**src/design/symbol_table_lookup_relocate_defines.svh**
```systemverilog
// Assertion macros shared by the symbol table modules.
// Each macro expects signals named clock and reset in the using module.
`ifndef SYMBOL_TABLE_LOOKUP_RELOCATE_DEFINES_SVH
`define SYMBOL_TABLE_LOOKUP_RELOCATE_DEFINES_SVH

// Same-cycle implication.
`define STLR_ASSERT_IMPL(label, ante, cons) \
   label: assert property (@(posedge clock) disable iff (reset) (ante) |-> (cons)) \
      else $error("stlr: same-cycle check failed");

// Next-cycle implication.
`define STLR_ASSERT_NEXT(label, ante, cons) \
   label: assert property (@(posedge clock) disable iff (reset) (ante) |=> (cons)) \
      else $error("stlr: next-cycle check failed");

`endif

```
**src/design/stlr_pkg.sv**
```systemverilog
package stlr_pkg;

   localparam int TABLE_DEPTH = 64;
   localparam int NAME_WORDS  = 4;

   localparam int IDX_W   = $clog2(TABLE_DEPTH);
   localparam int CNT_W   = IDX_W + 1;
   localparam int WORD_W  = (NAME_WORDS > 1) ? $clog2(NAME_WORDS) : 1;
   localparam int NADDR_W = $clog2(TABLE_DEPTH * NAME_WORDS);

   typedef logic [IDX_W-1:0]   idx_type;
   typedef logic [CNT_W-1:0]   cnt_type;
   typedef logic [WORD_W-1:0]  word_type;
   typedef logic [NADDR_W-1:0] naddr_type;

   localparam word_type WORD_LAST = word_type'(NAME_WORDS - 1);

   localparam logic [15:0] ADDR_OFFSET_RESET = 16'd100;

   typedef enum logic [2:0] {
      FUNC_STAGE    = 3'd0,
      FUNC_ADD      = 3'd1,
      FUNC_FIND_SYM = 3'd2,
      FUNC_FIND_MAC = 3'd3,
      FUNC_RELOC    = 3'd4
   } func_type;

   localparam logic [1:0] KIND_DATA  = 2'd0;
   localparam logic [1:0] KIND_MACRO = 2'd1;

   typedef struct packed {
      logic [2:0]         func;
      logic [63:0]        name_chunk;
      logic [1:0]         chunk_index;
      logic signed [31:0] value;
      logic [1:0]         symbol_kind;
      logic [15:0]        ic;
   } req_type;

   typedef struct packed {
      logic               status;
      logic               found;
      logic [5:0]         entry_index;
      logic signed [31:0] entry_value;
      logic [1:0]         entry_kind;
   } rsp_type;

   // controller -> datapath
   typedef struct packed {
      logic accept;
      logic stage;
      logic full;
      logic add_wr;
      logic count_inc;
      logic scan_issue;
      logic reloc_issue;
      logic check;
      logic wback;
      logic load_out;
   } ctrl_cmd_type;

   // datapath -> controller
   typedef struct packed {
      logic full;
      logic empty;
      logic w_last;
      logic iss_last_word;
      logic iss_last_entry;
      logic chk_last_word;
      logic chk_last_entry;
      logic hit;
   } dp_status_type;

endpackage

```
**src/design/stlr_ctrl.sv**
```systemverilog
`include "symbol_table_lookup_relocate_defines.svh"

module stlr_ctrl (
   input  logic                    clock,
   input  logic                    reset,
   input  logic                    req_valid,
   input  logic [2:0]              req_func,
   output logic                    req_stall,
   output logic                    rsp_valid,
   input  logic                    rsp_stall,
   input  stlr_pkg::dp_status_type stat,
   output stlr_pkg::ctrl_cmd_type  cmd
);

   typedef enum logic [4:0] {
      ST_IDLE  = 5'b00001,
      ST_ADD   = 5'b00010,
      ST_SCAN  = 5'b00100,
      ST_RELOC = 5'b01000,
      ST_DONE  = 5'b10000
   } state_type;

   state_type state_ff, state_in;
   logic      rsp_valid_ff, rsp_valid_in;
   logic      rd_v_ff, rd_v_in;
   logic      issue_done_ff, issue_done_in;
   logic      scan_finish;

   assign scan_finish = (state_ff == ST_SCAN) && rd_v_ff && (stat.hit || stat.chk_last_word);

   always_comb begin
      state_in      = state_ff;
      cmd           = '0;
      rsp_valid_in  = rsp_valid_ff && rsp_stall;
      issue_done_in = issue_done_ff;

      unique case (state_ff)
         ST_IDLE: begin
            if (req_valid) begin
               cmd.accept    = 1'b1;
               issue_done_in = 1'b0;
               unique case (req_func)
                  stlr_pkg::FUNC_STAGE: begin
                     cmd.stage = 1'b1;
                  end
                  stlr_pkg::FUNC_ADD: begin
                     if (stat.full) begin
                        cmd.full = 1'b1;
                        state_in = ST_DONE;
                     end else begin
                        state_in = ST_ADD;
                     end
                  end
                  stlr_pkg::FUNC_FIND_SYM, stlr_pkg::FUNC_FIND_MAC: begin
                     state_in = stat.empty ? ST_DONE : ST_SCAN;
                  end
                  stlr_pkg::FUNC_RELOC: begin
                     if (!stat.empty) begin
                        state_in = ST_RELOC;
                     end
                  end
                  default: ;
               endcase
            end
         end
         ST_ADD: begin
            cmd.add_wr = 1'b1;
            if (stat.w_last) begin
               cmd.count_inc = 1'b1;
               state_in      = ST_DONE;
            end
         end
         ST_SCAN: begin
            cmd.scan_issue = !issue_done_ff;
            cmd.check      = rd_v_ff;
            if (cmd.scan_issue && stat.iss_last_word) begin
               issue_done_in = 1'b1;
            end
            if (scan_finish) begin
               state_in = ST_DONE;
            end
         end
         ST_RELOC: begin
            cmd.reloc_issue = !issue_done_ff;
            cmd.wback       = rd_v_ff;
            if (cmd.reloc_issue && stat.iss_last_entry) begin
               issue_done_in = 1'b1;
            end
            if (rd_v_ff && stat.chk_last_entry) begin
               state_in = ST_IDLE;
            end
         end
         ST_DONE: begin
            // hold the result until the output slot frees up
            if (!rsp_valid_ff || !rsp_stall) begin
               cmd.load_out = 1'b1;
               rsp_valid_in = 1'b1;
               state_in     = ST_IDLE;
            end
         end
         default: begin
            state_in = ST_IDLE;
         end
      endcase
   end

   // drop the read issued as the scan ends, since its data is not needed
   assign rd_v_in = (cmd.scan_issue && !scan_finish) || cmd.reloc_issue;

   always_ff @(posedge clock) begin
      if (reset) begin
         state_ff      <= ST_IDLE;
         rsp_valid_ff  <= 1'b0;
         rd_v_ff       <= 1'b0;
         issue_done_ff <= 1'b0;
      end else begin
         state_ff      <= state_in;
         rsp_valid_ff  <= rsp_valid_in;
         rd_v_ff       <= rd_v_in;
         issue_done_ff <= issue_done_in;
      end
   end

   assign req_stall = (state_ff != ST_IDLE);
   assign rsp_valid = rsp_valid_ff;

   `STLR_ASSERT_IMPL(a_no_overwrite, cmd.load_out, !(rsp_valid_ff && rsp_stall))
   `STLR_ASSERT_IMPL(a_read_in_walk, rd_v_ff, state_ff == ST_SCAN || state_ff == ST_RELOC)
   `STLR_ASSERT_NEXT(a_done_result, state_ff == ST_DONE && state_in == ST_IDLE, rsp_valid_ff)

endmodule

```
**config.mk**
```make
export PLATFORM = sky130hd
export DESIGN_NAME = stlr_ctrl
export DESIGN_NICKNAME = d
export VERILOG_FILES = /design/src/design/stlr_pkg.sv /design/src/design/stlr_ctrl.sv
export VERILOG_INCLUDE_DIRS = /design/src /design/src/design
export SDC_FILE = /design/constraint.sdc
export NUM_CORES = 1
export LEC_CHECK = 0
export CORE_MARGIN = 2
export CORE_UTILIZATION = 40
export CTS_BUF_LIST = sky130_fd_sc_hd__clkbuf_2
export CTS_CLUSTER_DIAMETER = 30
export CTS_CLUSTER_SIZE = 30
export DETAILED_ROUTE_END_ITERATION = 12
export DONT_BUFFER_PORTS = 1
export MAX_ROUTING_LAYER = met4
export PLACE_DENSITY = 0.55
export REMOVE_ABC_BUFFERS = 1
export SYNTH_ARGS = -nofsm -noshare
export SYNTH_HDL_FRONTEND = slang
export SYNTH_SLANG_ARGS = --single-unit
export TNS_END_PERCENT = 5
```
**constraint.sdc**
```tcl
create_clock -name clock -period 2.2 [get_ports clock]
set_input_delay 0 -clock clock [delete_from_list [all_inputs] [get_ports clock]]
set_output_delay 0 -clock clock [all_outputs]
set_load 0.02 [all_outputs]
```
After elaboration in Yosys (flattened, before gate mapping)
Index checks and enable logic that the tools add are counted.
{"block": "op_classes", "addsub": 0, "n_mul": 0, "div": 0, "magnitude_cmp": 0, "n_eq_ne": 19, "shift": 0, "mux": 29, "bitwise": 0, "reduce_logical": 19}
{"cell": "2-to-1 mux 5 bit", "count": 8}
{"cell": "one-hot mux 5 bit (5 select lines)", "count": 1}
{"cell": "2-to-1 mux 1 bit", "count": 15}
{"cell": "one-hot mux 5 bit (3 select lines)", "count": 1}
{"cell": "!= test 2 bit, second input constant", "count": 6}
{"cell": "logical AND 1 bit", "count": 7}
{"cell": "AND reduction 7 bit", "count": 1}
{"cell": "== test 3 x 2 -> 1 bit, second input constant", "count": 2}
{"cell": "2-to-1 mux 3 bit", "count": 2}
{"cell": "== test 5 x 1 -> 1 bit, second input constant", "count": 1}
{"cell": "== test 5 x 2 -> 1 bit, second input constant", "count": 1}
{"cell": "== test 5 x 3 -> 1 bit, second input constant", "count": 1}
{"cell": "== test 5 x 4 -> 1 bit, second input constant", "count": 1}
{"cell": "== test 5 bit, second input constant", "count": 1}
{"cell": "!= test 5 x 1 -> 1 bit, second input constant", "count": 1}
{"cell": "logical NOT 1 bit", "count": 4}
{"cell": "!= test 4 x 1 -> 1 bit, second input constant", "count": 1}
{"cell": "AND reduction 4 bit", "count": 1}
{"cell": "== test 3 x 1 -> 1 bit, second input constant", "count": 1}
{"cell": "== test 3 bit, second input constant", "count": 1}
{"cell": "logical NOT 3 bit", "count": 1}
{"cell": "logical OR 1 bit", "count": 3}
{"cell": "!= test 3 bit, second input constant", "count": 1}
{"cell": "one-hot mux 1 bit (3 select lines)", "count": 1}
{"cell": "4 further kinds", "count": 4}
{"block": "totals", "register_bits": 8, "latch_bits": 0, "ramBits": 0, "rom_bits": 0, "inputBits": 15, "out_inout_bits": 12, "wordCells": 71, "n_memories": 0}

Logic depth before layout (Yosys ltp)
{"block": "logic_depth", "word_depth": 6, "ltp_mapped": 7}

Worst setup path after synthesis
OpenSTA, ideal clock, no wires.
{"block": "synth_path", "path_type": "register -> register", "start": "register state_ff[4]", "end": "register state_ff[0]", "setup_ns": 0.127, "arrival_ns": 1.592, "setup_slack_ns": 0.481, "path_stages_with_launch": 6, "period_less_slack_ns": 1.719, "path_cell_list": "dfxtp_1 -> buf_6 -> or3_4 -> nor3b_2 -> a21oi_1 -> or3_1"}
{"block": "synth_between", "elab_chain_len": 5}
{"element": "start, declared", "line_no": "stlr_ctrl.sv:23", "rtl": "state_type state_ff, state_in;"}
{"element": "start signal, assigned", "line_no": "stlr_ctrl.sv:117", "rtl": "state_ff <= state_in;"}
{"element": "== test 5 x 3 -> 1 bit", "line_no": "stlr_ctrl.sv:29, stlr_ctrl.sv:37"}
{"element": "logical AND 1 bit (2 in series)", "line_no": "stlr_ctrl.sv:29", "rtl": "assign scan_finish = (state_ff == ST_SCAN) && rd_v_ff && (stat.hit || stat.chk_last_word);"}
{"element": "!= test 2 bit (no line)"}
{"element": "AND reduction 7 bit (no line)"}
Several ways; a longest one is shown, not always the timed one.
A chain may end at the register's enable or synchronous reset.

==> qor.csv <==
metric,value,unit
# H-tree levels,1,
Non-Filler Instances,113,
first-pass GRT wire length,2590,µm
"Avg Cell Area, Syn",8.07,µm²
post-CTS setup repair buffer count,0,
Via Count,675,
layout cell share with drive strength beyond 1,19.6,%
Initial DRT Pass Iterations,4,
Final Max Slew Viols,0,
RSZ-0062 raised after global routing,false,
nets@finish,114,
worst vdd ir,0.299,mV
fmax,549,MHz
I/O pin count,27,
final hold slack,-0.00153,ns
status,finished with violations,
HPWL Detailed,1160,µm
r2r startpoint,state_ff[3],
Mapped Cells,84,
Final min period,1.82,ns
Port Buffers,0,
hold path cells,3,
routability congestion estimate,0.788,
ANT nets after route,0,
Leakage,0.305,nW
Worst setup EP type,output pin,
Placed Instances,100,
r2r setup slk,0.38,ns
synthesis-to-layout area growth,16.8,%
total area of sequential cells,160,µm²
cts bufs inserted,3,
fin crit share,82.7,%
Initial Util,44.0,%
Commonest cells post-synth,"nor2_1, dfxtp_1, a21oi_1, nand2_1, o21ai_1",
Root Buffer,clkbuf_2,
CTS tree,yes,
number of clock sinks,8,
Worst-Margin Slew,0.446,ns
Syn. warnings,0,
Final Core Density,51.4,%
"area leader, netlist",dfxtp_1,
CP Launch Type,flip-flop,
max_cap viols,0,
"Design Area, Final",792,µm²
GRT overflow,0,
Filler cells,158,
Diodes inserted,0,
number of synthesized register bits,8,
worst clock skew,0.0124,ns
Placed Instance Area,677,µm²
final hold vios,1,
Synth area leaders,"dfxtp_1, nor2_1, a21oi_1",
distinct cell type count after synthesis,39,
Hold Path Origin,stat[0],
# setup viols final,0,
Worst-path clk slew,0.09,ns
Slew HR,70.4,%
FF-to-FF path depth,5,
reg2reg end,state_ff[4],
Post-synth EDFFs,0,
area of the multi-input gates,463,µm²
post-CTS resize count,0,
power per cell area,503,mW/mm²
synthesized area,678,µm²
"Top FF cell, synth",dfxtp_1,
register area share after synthesis,23.6,%
"count leader, synth",nor2_1,
failing checks,hold timing,
DRC,0,
Initial DRC Count,14,
Die Footprint,0.00204,mm²
Critical Setup Path Class,flip-flop to output pin,
"Hold-fix buffers, CTS",10,
All-Layer GR Usage,17.5,%
Core Region,0.00154,mm²
Hold WC Path Type,input port to flip-flop,
Yosys top cell area share,23.6,%
Total Wirelength,1580,µm
ys async rst share,0,%
largest net degree at the start of global routing,10,
CP Max Fanout,6,
Die Ht,45.2,µm
worst-skew pair later-pin latency,0.25,ns
CP arrival,1.82,ns
Die W,45.2,µm
Critical Path RT,2.20,ns
clk buf depth,2,
initial antenna violation count,0,
setup TNS,0,ns
detailed-route wire length per cell,13.9,µm
vias in the first global route,643,
vias per cell,5.97,
Rows,14,
Worst Hold End,state_ff[2],
stage by stage:
step	total power [mW]	worst slack (ns)
2_1_floorplan	0.271	0.512
3_3_place_gp	0.291	0.422
3_5_place_dp	0.291	0.400
4_1_cts	0.395	0.383
5_1_grt	0.421	0.284
6_report	0.398	0.380
cells in the final DEF (no fill, tap or decap):
master,count
nor2_1,11
dlygate4sd3_1,10
dfxtp_1,8
a21oi_1,7
nand2_1,6
o21ai_1,4
nor2b_1,3
clkbuf_2,3
buf_4,3
nor3b_2,2
inv_2,2
nor4_1,2
nand3_1,2
a21o_1,2
o21ai_0,2
or3_1,2
nand2b_1,2
o22a_1,2
nor3b_1,2
nor3_1,2
a211oi_2,2
and2_2,1
or3_4,1
and2_1,1
inv_1,1
or3b_4,1
nand3_2,1
mux2_1,1
or4b_1,1
or4_1,1
mux2i_1,1
o211ai_1,1
nand2b_4,1
a31oi_1,1
a21oi_2,1
nor4_2,1
nand4b_1,1
a211o_1,1
nor4b_1,1
per-layer routing:
| layer | track usage [%] | up-vias | share of wire [%] |
|---|---|---|---|
| met4 | 7.06 | 0 | 0.63 |
| li1 | - | 333 | - |
| met3 | 4.00 | 2 | 5.5 |
| met2 | 26.9 | 22 | 48 |
| met1 | 22.0 | 318 | 46 |
| met5 | - | - | 0 |
registers in the layout, summed over array words and instances (netlist names):
signal,flops
rd_v_ff,1
state_ff,5
rsp_valid,1
issue_done_ff,1
critical path, stage by stage (launching register included):
cell     delay [ns]
dfxtp_1        0.39
or3_4          0.43
or3b_4         0.44
nor2_1         0.32
logic make-up after synthesis:
logic type | Yosys count | synth area share [%]
buf+inv | 6 | 8.12
mux | 2 | 3.14
compound gates | 23 | 22.7
simple gates | 45 | 42.4
flops | 8 | 23.6
final cells by class:
class | instances | area share, %
multi-input combinational | 70 | 58.5
sequential | 8 | 20.2
timing repair buffer | 13 | 15.5
tap | 16 | 2.53
clock buffer | 3 | 1.90
inverter | 3 | 1.42
worst max-delay path by stage:
stage	to	slack, ns	cells past startpoint	startpoint
final	cmd[4]	0.38	3	state_ff[3]
after global routing	state_ff[4]	0.28	5	state_ff[2]
after CTS	state_ff[4]	0.38	5	state_ff[4]
after detailed placement	state_ff[4]	0.40	5	state_ff[4]
after global placement	issue_done_ff	0.42	5	state_ff[4]
after floorplan	state_ff[0]	0.51	4	state_ff[3]
power breakdown:
group | internal, mW | switching [mW] | total [mW]
combinational | 0.0605 | 0.0790 | 0.139
clock | 0.0372 | 0.0552 | 0.0923
sequential | 0.152 | 0.0144 | 0.167
Power figures use the tool's default switching activity.
